--- config.mk ---
export PLATFORM = sky130hd
export DESIGN_NAME = mpp_ctrl
export DESIGN_NICKNAME = d
export VERILOG_FILES = /design/src/rtl/mpp_pkg.sv /design/src/rtl/mpp_ctrl.sv
export SDC_FILE = /design/constraint.sdc
export NUM_CORES = 1
export LEC_CHECK = 0
export BUFFER_PORTS_ARGS = -buffer_cell sky130_fd_sc_hd__buf_4
export CAP_MARGIN = 5
export CELL_PAD_IN_SITES_DETAIL_PLACEMENT = 1
export CELL_PAD_IN_SITES_GLOBAL_PLACEMENT = 1
export CORE_AREA = 2 2 39 41
export DETAILED_ROUTE_END_ITERATION = 7
export DIE_AREA = 0 0 41 43
export HOLD_SLACK_MARGIN = 0.05
export PLACE_DENSITY_LB_ADDON = 0.15
export SLEW_MARGIN = 20
export SYNTH_ARGS = -nofsm -noshare
export SYNTH_HDL_FRONTEND = slang
export SYNTH_SLANG_ARGS = --single-unit
--- constraint.sdc ---
create_clock -name clk -period 1.8 [get_ports clk]
set_clock_uncertainty 0.05 [all_clocks]
set_input_delay 0.27 -clock clk [delete_from_list [all_inputs] [get_ports clk]]
set_output_delay 0.27 -clock clk [all_outputs]
set_load 0.005 [all_outputs]
--- src/rtl/mpp_pkg.sv ---
// Shared widths, request codes and controller/datapath types for the merge path partition block.
package mpp_pkg;

	localparam int LIST_DEPTH_DEF = 256;

	localparam int VAL_W     = 32;
	localparam int LEN_W     = 9;
	localparam int IDX_W     = 8;
	localparam int RANK_W    = 10;
	localparam int REQ_W     = 2;
	localparam int CFG_IDX_W = 1;
	localparam int SIDX_W    = 11;

	localparam logic [REQ_W-1:0] REQ_LOAD_A = 2'd0;
	localparam logic [REQ_W-1:0] REQ_LOAD_B = 2'd1;
	localparam logic [REQ_W-1:0] REQ_QUERY  = 2'd2;

	localparam logic [CFG_IDX_W-1:0] CFG_LEN_A = 1'd0;
	localparam logic [CFG_IDX_W-1:0] CFG_LEN_B = 1'd1;

	// Signed search index: covers -1 and every rank and position.
	typedef logic signed [SIDX_W-1:0] sidx_t;

	localparam sidx_t S_ZERO = sidx_t'(0);
	localparam sidx_t S_ONE  = sidx_t'(1);
	localparam sidx_t S_MONE = sidx_t'(-1);

	typedef struct packed {
		logic wr_a;
		logic wr_b;
		logic start;
		logic rd_sc;
		logic take_triv;
		logic take_sc;
		logic set1;
		logic set2;
		logic rd_step;
		logic eval;
		logic fallback;
		logic load_out;
	} mpp_cmd_t;

	typedef struct packed {
		logic triv;
		logic sc_hit;
		logic live;
		logic hit;
	} mpp_stat_t;

endpackage

--- src/rtl/mpp_ctrl.sv ---
// Controller state machine that sequences loads, shortcut checks and the co-rank search.
module mpp_ctrl (
	input  logic                      clk,
	input  logic                      arst_n,
	input  logic                      in_valid,
	input  logic [mpp_pkg::REQ_W-1:0] req_type,
	output logic                      in_ready,
	output logic                      out_valid,
	input  logic                      out_ready,
	input  mpp_pkg::mpp_stat_t        stat,
	output mpp_pkg::mpp_cmd_t         cmd
);
	import mpp_pkg::*;

	localparam logic [2:0] ST_IDLE = 3'd0;
	localparam logic [2:0] ST_TRIV = 3'd1;
	localparam logic [2:0] ST_SC   = 3'd2;
	localparam logic [2:0] ST_SET1 = 3'd3;
	localparam logic [2:0] ST_SET2 = 3'd4;
	localparam logic [2:0] ST_RD   = 3'd5;
	localparam logic [2:0] ST_EVAL = 3'd6;
	localparam logic [2:0] ST_FIN  = 3'd7;

	logic [2:0] state_q;
	logic [2:0] state_d;
	logic       out_valid_q;
	logic       accept;

	assign in_ready  = (state_q == ST_IDLE);
	assign accept    = in_valid && in_ready;
	assign out_valid = out_valid_q;

	always_comb begin
		cmd     = '0;
		state_d = state_q;
		unique case (state_q)
			ST_IDLE: begin
				cmd.wr_a  = accept && (req_type == REQ_LOAD_A);
				cmd.wr_b  = accept && (req_type == REQ_LOAD_B);
				cmd.start = accept && (req_type == REQ_QUERY);
				if (cmd.start) begin
					state_d = ST_TRIV;
				end
			end
			ST_TRIV: begin
				// Shortcut reads go out here whether or not they are needed.
				cmd.rd_sc = 1'b1;
				if (stat.triv) begin
					cmd.take_triv = 1'b1;
					state_d       = ST_FIN;
				end else begin
					state_d = ST_SC;
				end
			end
			ST_SC: begin
				if (stat.sc_hit) begin
					cmd.take_sc = 1'b1;
					state_d     = ST_FIN;
				end else begin
					state_d = ST_SET1;
				end
			end
			ST_SET1: begin
				cmd.set1 = 1'b1;
				state_d  = ST_SET2;
			end
			ST_SET2: begin
				cmd.set2 = 1'b1;
				state_d  = ST_RD;
			end
			ST_RD: begin
				if (stat.live) begin
					cmd.rd_step = 1'b1;
					state_d     = ST_EVAL;
				end else begin
					cmd.fallback = 1'b1;
					state_d      = ST_FIN;
				end
			end
			ST_EVAL: begin
				cmd.eval = 1'b1;
				state_d  = stat.hit ? ST_FIN : ST_RD;
			end
			ST_FIN: begin
				if (!out_valid_q || out_ready) begin
					cmd.load_out = 1'b1;
					state_d      = ST_IDLE;
				end
			end
			default: begin
				state_d = ST_IDLE;
			end
		endcase
	end

	always_ff @(posedge clk or negedge arst_n) begin
		if (!arst_n) begin
			state_q     <= ST_IDLE;
			out_valid_q <= 1'b0;
		end else begin
			state_q <= state_d;
			if (cmd.load_out) begin
				out_valid_q <= 1'b1;
			end else if (out_ready) begin
				out_valid_q <= 1'b0;
			end
		end
	end

endmodule

# --- After elaboration in Yosys (flattened, before gate mapping) ---
# Index checks and enable logic that the tools add are counted.
classes:
  n_eq_ne: 11
  n_mux: 23
  n_reduce_logical: 10
ops:
  columns: ["operator", "count"]
  rows:
  - ["case mux 3 bit (8 select lines)", 1]
  - ["2-to-1 mux 1 bit", 15]
  - ["2-to-1 mux 3 bit", 5]
  - ["== test 3 bit (second input constant)", 4]
  - ["== test 3 x 2 -> 1 bit (second input constant)", 2]
  - ["logical AND 1 bit", 4]
  - ["2-to-1 mux 2 bit", 2]
  - ["== test 3 x 1 -> 1 bit (second input constant)", 1]
  - ["logical NOT 3 bit", 1]
  - ["== test 2 x 1 -> 1 bit (second input constant)", 1]
  - ["== test 2 bit (second input constant)", 1]
  - ["logical NOT 2 bit", 1]
  - ["inequality test 2 x 1 -> 1 bit (second input constant)", 1]
  - ["inequality test 2 bit (second input constant)", 1]
  - ["AND reduction 2 bit", 1]
  - ["nonzero test 2 bit", 1]
  - ["logical NOT 1 bit", 1]
  - ["logical OR 1 bit", 1]
totals:
  register_bits: 4
  elab_cells: 46

# --- Longest topological paths before layout ---
# Gate-level depths: netlist (run 1).
logic_depth:
  word_depth: 5
  depth_mapped: 4
  depth_no_buf: 3

# --- Worst setup path after synthesis (run 1) ---
# No wires, ideal clock.
synth_path:
  kind: "register to output"
  from: "register state_q[2]"
  to: "output cmd[11] (netlist bit)"
  arrival_time_ns: 0.940
  t_required_ns: 1.480
  slack_ns: 0.540
  stages_incl_launch_ff: 4
  path_buffers: 1
  cell_sequence: "dfrtp_1 buf_6 nor3_4 and4bb_1"
synth_rtl:
  columns: ["item", "line_no", "source"]
  rows:
  - ["from (decl)", "mpp_ctrl.sv:24", "logic [2:0] state_q;"]
  - ["from (signal assigned)", "mpp_ctrl.sv:101", "state_q <= state_d;"]
  - ["to (decl)", "mpp_ctrl.sv:11", "output mpp_pkg::mpp_cmd_t cmd"]

==> Flow_metrics.wiki, run 1 <==
{| class="wikitable"
! Metric !! Value
|-
| Mean Syn Cell Area || 10.6 um2
|-
| HP Class || primary input to flip-flop
|-
| Cell depth of the worst min-delay path || 3
|-
| Initial core utilization || 0.275
|-
| Post-synthesis register bit count || 4
|-
| Netlist area before placement || 380 um2
|-
| Final min period || 1.67 ns
|-
| Remaining global-route overflow || 0
|-
| Crit path max fanout || 13
|-
| Final-layout setup total negative slack || 0 ns
|-
| Number of pins exceeding their max-slew limit in the final report || 0
|-
| Nets@finish || 72
|-
| Area delta synth->final || 53.0%
|-
| TritonCTS clock tree || built
|-
| Share of synthesized area occupied by flip-flops and latches || 0.263
|-
| Vias/cell || 5.03
|-
| Die area || 1760 um2
|-
| Required @ worst endpoint || 1.48 ns
|-
| Number of global-route vias before repair || 358
|-
| Fraction of the cycle the final worst path needs || 0.928
|-
| Maximum clock path buffer count || 2
|-
| Master cell of the clock root buffer || clkbuf_4
|-
| Min-Delay Startpoint || stat[0]
|-
| Start of the worst register-to-register path || state_q[2]$_DFFE_PN0P_
|-
| Postcts setup bufs || 0
|-
| Peak clock frequency supported by timing || 0.598 GHz
|-
| Worst-margin pin slew || 0.302 ns
|-
| Maximum vdd drop || 827 uV
|-
| Leakage power figure || 0.275 nW
|-
| Antenna Cells || 0
|-
| Cell with the most instances after synthesis || dfrtp_1
|-
| CTS H-tree depth || 1
|-
| Max-slew headroom || 0.798
|-
| Routed length per placed instance || 13.3 um
|-
| Number of filler cells placed in the layout || 164
|-
| Mapped Nets || 46
|-
| Die height || 43 um
|-
| Horizontal die dimension || 41 um
|-
| RSZ-0062 raised after global routing || no
|-
| Wire length of the first global-routing pass || 1640 um
|-
| Netlist cell types || 28
|-
| Result of the run || finished, final reports clean
|-
| Worst setup slack for register-to-register paths || 0.60 ns
|-
| Antenna-violating nets left || 0
|-
| Pwr dens || 1410 nW/um2
|-
| Row count || 14
|-
| End point of the worst hold path || state_q[1]$_DFFE_PN0P_
|-
| Layout Cell Area excl Fill || 582 um2
|-
| Library cell with the largest summed area after synthesis || dfrtp_1
|-
| Crit path capture type || primary output
|-
| Standard cell core area || 1380 um2
|-
| GPL Wtd Cong || 0.670
|-
| FF-to-FF End || state_q[0]$_DFFE_PN0P_
|-
| Final hold violation count || 0
|-
| Proportion of synthesized flip-flops having asynchronous set or reset || 1.00
|-
| Antenna violations before repair || 0
|-
| Pin count of the biggest net entering global routing || 14
|-
| Wire length after detailed routing || 1010 um
|-
| Share of layout cells above drive strength 1 || 0.683
|-
| Most used DFF post-synth || dfrtp_1
|-
| First-pass detailed-route iteration total || 2
|-
| Synth Instances || 36
|-
| Start-to-end type of the worst setup path || flip-flop to primary output
|-
| Critical Path Start || state_q[1]$_DFFE_PN0P_
|-
| Residual DRC || 0
|-
| Number of enable-type register cells in the synthesized netlist || 0
|-
| Instance area after placement || 546 um2
|-
| Port Buf Inserts || 23
|-
| YS warnings || 0
|-
| Clock latency reported for the late side of the worst-skew pair || 0.24 ns
|-
| Share of Yosys cell area claimed by the top area cell type || 0.263
|-
| Critical path data arrival time || 1.35 ns
|-
| Tot GR Track Use || 0.142
|-
| Clock transition time at the flip-flop clock pins of the worst setup and hold paths || 0.04 ns
|-
| Via count || 382
|-
| Startpoint types || flip-flop
|-
| Ports placed on the boundary || 24
|-
| Final setup vio count || 0
|-
| Clock net sink count || 4
|-
| DRT iter0 DRCs || 4
|-
| Reg2Reg Depth || 3
|-
| Hpwl dp || 771 um
|-
| Max capacitance violation total || 0
|-
| Inserted Clock Buffers || 3
|-
| Synth area leaders || dfrtp_1, a2111oi_4, buf_6, nor3_4, nor4b_2
|}
==> timing repair <==
action                                 in CTS  in global routing
setup endpoints to repair                   1                  3
endpoints found under the hold margin       4                  0
resized for setup                           1                  2
hold buffers                                1                  0
gates cloned                                0                  0
==> how the worst max path moves through the flow <==
stage | end | slack (ns) | cells past startpoint
after floorplan | cmd[11] | 0.54 | 3
after global placement | cmd[1] | 0.29 | 3
after detailed placement | cmd[11] | 0.25 | 3
after CTS | cmd[1] | 0.04 | 3
after global routing | cmd[11] | 0.02 | 3
final | cmd[11] | 0.13 | 3
==> state kept, by name, summed over array words and instances (netlist names) <==
signal and count:
out_valid 1, state_q 3
==> metal layers <==
| metal | global-route usage | vias up | share of wire |
|---|---|---|---|
| met5 | 0 | - | 0 |
| met4 | 0.120 | 0 | 0.022 |
| met3 | 0 | 3 | 0.075 |
| met2 | 0.203 | 17 | 0.50 |
| met1 | 0.190 | 179 | 0.40 |
| li1 | - | 183 | - |
==> critical path, cell delays in order (launching register included) <==
cell and delay, ns:
dfrtp_2 0.51, nor3_4 0.27, and4bb_1 0.23, buf_4 0.11
==> per-stage QoR <==
step | total power (W) | instances | setup slack [ns] | utilization | hold WS (ns)
CTS | 0.000833 | 76 | 0.0370 | 0.419 | 0.276
global placement | 0.000700 | 72 | 0.295 | 0.394 | 0.0197
floorplan | 0.000565 | 36 | 0.540 | - | -0.0756
detailed placement | 0.000707 | 72 | 0.250 | 0.394 | 0.0201
finish | 0.000821 | 76 | 0.129 | 0.420 | 0.274
global route | 0.000903 | 76 | 0.0214 | 0.420 | 0.323
==> report_power, final <==
part	total, W	switching (W)	internal (W)	leakage [nW]
Sequential	0.000275	0.000133	0.000142	0.0432
Clock	0.000114	0.0000391	0.0000747	0.0138
Combinational	0.000432	0.000198	0.000234	0.218
==> logic make-up after synthesis <==
family,share of synthesized area
flip-flops,0.263
AO/OA/AOI/OAI,0.201
buffers and inverters,0.0921
AND/OR/NAND/NOR,0.444
==> layout by cell type, fill, tap and decap left out, types with 2 or more instances in the layout <==
cell      netlist  layout
o21ai_1         2       2
nor4_1          2       2
dfrtp_2         0       3
a21oi_1         2       2
inv_2           2       2
buf_4           0      23
clkbuf_4        0       3
==> layout make-up <==
cell class                 instances  area, um2  area share
tap                               16       20.0      0.0344
inverter                           2       7.51      0.0129
timing repair buffer              24        183       0.314
multi-input combinational         27        245       0.422
sequential                         4        104       0.178
clock buffer                       3       22.5      0.0387
No activity file was read; power rests on OpenSTA's default activity.
==> inputs of run 2 (changes only) <==
- ABC_AREA: unset -> 1
- CORE_AREA: 2 2 39 41 -> 2 2 40 42
- DIE_AREA: 0 0 41 43 -> 0 0 42 44
==> Flow_metrics.wiki, run 2 <==
{| class="wikitable"
! Metric !! Value
|-
| Vias/cell || 4.49 (was 5.03)
|-
| Most used DFF post-synth || dfrtp_1 (unchanged)
|-
| Antenna violations before repair || 0 (unchanged)
|-
| Critical path data arrival time || 1.32 ns (was 1.35 ns)
|-
| Most common cell after layout, fill and taps aside || buf_4 (unchanged)
|-
| Part of the power in the clock network || 0.147 (was 0.139)
|-
| Proportion of total power due to net switching || 0.440 (was 0.451)
|-
| Internal power component || 0.000406 W (was 0.000451 W)
|-
| Row count || 14 (unchanged)
|-
| Routed length per placed instance || 9.65 um (was 13.3 um)
|-
| Hpwl dp || 751 um (was 771 um)
|-
| Tot GR Track Use || 0.113 (was 0.142)
|-
| Sequential cell area || 101 um2 (was 104 um2)
|-
| Most frequent cells after synthesis || nor2_1, inv_1, nand2_1
|-
| Ports placed on the boundary || 24 (unchanged)
|-
| Required @ worst endpoint || 1.48 ns (about the same)
|-
| Netlist cell types || 14 (was 28)
|-
| Inserted Clock Buffers || 3 (unchanged)
|-
| Worst-margin pin slew || 0.196 ns (was 0.302 ns)
|-
| Start of the worst register-to-register path || state_q[1]$_DFFE_PN0P_ (was state_q[2]$_DFFE_PN0P_)
|-
| Library cell contributing the largest single delay on the critical path || dfrtp_1 (was dfrtp_2)
|-
| Synth Instances || 50 (was 36)
|-
| YS warnings || 0 (unchanged)
|-
| Standard cell core area || 1420 um2 (was 1380 um2)
|-
| Pwr dens || 1350 nW/um2 (was 1410 nW/um2)
|-
| Die area || 1850 um2 (was 1760 um2)
|-
| Startpoint types || flip-flop (unchanged)
|-
| Crit path capture type || primary output (unchanged)
|-
| Clock net sink count || 4 (unchanged)
|-
| Netlist area before placement || 317 um2 (was 380 um2)
|-
| Master cell of the clock root buffer || clkbuf_4 (unchanged)
|-
| Clock transition time at the flip-flop clock pins of the worst setup and hold paths || 0.04 ns (about the same)
|-
| Post-synthesis register bit count || 4 (unchanged)
|-
| HP Class || primary input to flip-flop (unchanged)
|-
| Wire length of the first global-routing pass || 1540 um (was 1640 um)
|-
| Multi-input gate area in the final layout || 169 um2 (was 245 um2)
|-
| Wire length after detailed routing || 888 um (was 1010 um)
|-
| Worst slack at placement || 0.379 ns (was 0.250 ns)
|-
| Largest stage delay on the critical path || 0.42 ns (was 0.51 ns)
|-
| FF-to-FF End || state_q[0]$_DFFE_PN0P_ (unchanged)
|-
| Portion of total power attributed to sequential cells || 0.286 (was 0.335)
|-
| Flip-flop count of the largest register, all copies and words added || 3 (unchanged)
|-
| Cell family with the largest share of critical-path delay || flip-flops (unchanged)
|-
| Pin count of the biggest net entering global routing || 10 (was 14)
|-
| Fraction of the cycle the final worst path needs || 0.910 (was 0.928)
|-
| Share of Yosys cell area claimed by the top area cell type || 0.316 (was 0.263)
|-
| Series of cell instances along the critical path || inv_2, nand2_1, inv_2, nand2_1, nor3_1, buf_4 (was nor3_4, and4bb_1, buf_4)
|-
| GPL Wtd Cong || 0.798 (was 0.670)
|-
| Port Buf Inserts || 23 (unchanged)
|-
| Instance area after placement || 498 um2 (was 546 um2)
|-
| RSZ-0062 raised after global routing || no (unchanged)
|-
| Antenna Cells || 0 (unchanged)
|-
| Result of the run || finished, final reports clean (unchanged)
|-
| Min-Delay Startpoint || stat[0] (unchanged)
|-
| Layout Cell Area excl Fill || 537 um2 (was 582 um2)
|-
| Residual DRC || 0 (unchanged)
|-
| DRT iter0 DRCs || 3 (was 4)
|-
| Crit path max fanout || 8 (was 13)
|-
| Remaining global-route overflow || 0 (unchanged)
|-
| Final min period || 1.64 ns (was 1.67 ns)
|-
| Maximum vdd drop || 509 uV (was 827 uV)
|-
| Initial core utilization || 0.223 (was 0.275)
|-
| Mean Syn Cell Area || 6.33 um2 (was 10.6 um2)
|-
| Final-layout setup total negative slack || 0 ns (unchanged)
|-
| Final setup vio count || 0 (unchanged)
|-
| Switch Pwr || 0.000319 W (was 0.000370 W)
|-
| TritonCTS clock tree || built (unchanged)
|-
| Mapped Nets || 60 (was 46)
|-
| Via count || 413 (was 382)
|-
| First-pass detailed-route iteration total || 4 (was 2)
|-
| Share of layout cells above drive strength 1 || 0.447 (was 0.683)
|-
| Reg2Reg Depth || 7 (was 3)
|-
| Die height || 44 um (was 43 um)
|-
| Final hold violation count || 0 (unchanged)
|-
| CTS H-tree depth || 1 (unchanged)
|-
| Number of enable-type register cells in the synthesized netlist || 0 (unchanged)
|-
| Number of pins exceeding their max-slew limit in the final report || 0 (unchanged)
|-
| Commonest cells after routing, fill and taps aside || buf_4, nor2_1, inv_1, nand2_1, nor3_1 (was buf_4, clkbuf_4, dfrtp_2)
|-
| Setup WS post-layout || 0.162 ns (was 0.129 ns)
|-
| Capturing instance or port of the critical path || cmd[9] (was cmd[11])
|-
| Maximum clock path buffer count || 2 (unchanged)
|-
| Proportion of synthesized flip-flops having asynchronous set or reset || 1.00 (unchanged)
|-
| Worst hold slack across all endpoints || 0.246 ns (was 0.274 ns)
|-
| Horizontal die dimension || 42 um (was 41 um)
|-
| Peak clock frequency supported by timing || 0.611 GHz (was 0.598 GHz)
|-
| Worst path buffer plus inverter count || 3 (was 1)
|-
| Cell with the most instances after synthesis || nor2_1 (was dfrtp_1)
|-
| Max-slew headroom || 0.868 (was 0.798)
|-
| Antenna-violating nets left || 0 (unchanged)
|-
| Synth area leaders || dfrtp_1, nor2_1, inv_1, nand2_1, nor3_1 (was dfrtp_1, a2111oi_4, buf_6, nor3_4, nor4b_2)
|-
| Critical Path Start || state_q[2]$_DFFE_PN0P_ (was state_q[1]$_DFFE_PN0P_)
|-
| Start-to-end type of the worst setup path || flip-flop to primary output (unchanged)
|-
| Stages on the worst setup path || 6 (was 3)
|-
| Postcts setup bufs || 0 (unchanged)
|-
| Area delta synth->final || 69.6% (was 53.0%)
|-
| Nets@finish || 88 (was 72)
|-
| Library cell with the largest summed area after synthesis || dfrtp_1 (unchanged)
|-
| Clock latency reported for the late side of the worst-skew pair || 0.23 ns (was 0.24 ns)
|-
| Leakage power figure || 0.305 nW (was 0.275 nW)
|-
| Cell depth of the worst min-delay path || 3 (unchanged)
|-
| Register name with the most flops || state_q (unchanged)
|-
| Max capacitance violation total || 0 (unchanged)
|-
| Combinational group share of total power || 0.567 (was 0.526)
|-
| Share of synthesized area occupied by flip-flops and latches || 0.316 (was 0.263)
|-
| Worst setup slack for register-to-register paths || 0.68 ns (was 0.60 ns)
|-
| Number of global-route vias before repair || 367 (was 358)
|-
| Number of filler cells placed in the layout || 187 (was 164)
|}
==> run 2: cell types whose count changed after synthesis, moves of 2 or more <==
| cell | previous run | this run |
|---|---|---|
| nor2_1 | 1 | 10 |
| nor4_1 | 2 | 0 |
| inv_1 | 0 | 8 |
| nand3_1 | 0 | 3 |
| nor3_1 | 1 | 5 |
| nand4_1 | 0 | 2 |
| o21ai_1 | 2 | 0 |
| nand2_1 | 0 | 8 |
==> run 2: per-layer routing <==
layer  vias up  track usage  routed length, um
li1        210            -                  -
met1       188        0.134                367
met3         0       0.0375                 53
met5         -            0                  0
met2        15        0.175                467
met4         0       0.0774                  0
==> run 2: per-stage QoR <==
step,instances,total power [W],utilization
after floorplan,50,0.000447,-
after detailed placement,88,0.000619,0.351
after CTS,92,0.000735,0.374
final,92,0.000725,0.378
after global routing,92,0.000806,0.378
after global placement,88,0.000619,0.351
==> run 2: cell type report <==
cell class / instances / share of cell area
inverters: 11 / 0.0769
well taps: 16 / 0.0373
flip-flops and latches: 4 / 0.189
clock buffers: 3 / 0.0420
multi-input cells: 34 / 0.315
repair buffers: 24 / 0.340
==> run 2: worst min-delay path: cells and delay by family <==
kind            cells  cell delay [ns]
compound gates      1             0.08
buf+inv             1             0.07
simple gates        1             0.06
==> run 2: timing repair <==
item                       4_1_cts  5_1_grt
hold endpoints to repair         4        0
resized for setup                0        2
hold buffers                     1        0
setup endpoints to repair        0        2
==> run 2: cell families after synthesis <==
family / synth area share
AO/OA/AOI/OAI: 0.0553
AND/OR/NAND/NOR: 0.462
buffers and inverters: 0.166
flip-flops: 0.316
==> run 2: power groups by stage <==
stage | registers (W) | logic [W] | clock network, W
6_report | 0.000207 | 0.000411 | 0.000107
5_1_grt | 0.000217 | 0.000466 | 0.000123
4_1_cts | 0.000203 | 0.000418 | 0.000114
3_5_place_dp | 0.000203 | 0.000416 | 0
3_3_place_gp | 0.000202 | 0.000417 | 0
2_1_floorplan | 0.000172 | 0.000276 | 0
==> run 2: worst min-delay path by stage <==
stage,to,slack [ns]
after floorplan,out_valid$_DFFE_PN0P_,-0.08
after global placement,out_valid$_DFFE_PN0P_,0.02
after detailed placement,out_valid$_DFFE_PN0P_,0.02
after CTS,state_q[1]$_DFFE_PN0P_,0.24
after global routing,state_q[1]$_DFFE_PN0P_,0.25
final,state_q[1]$_DFFE_PN0P_,0.25
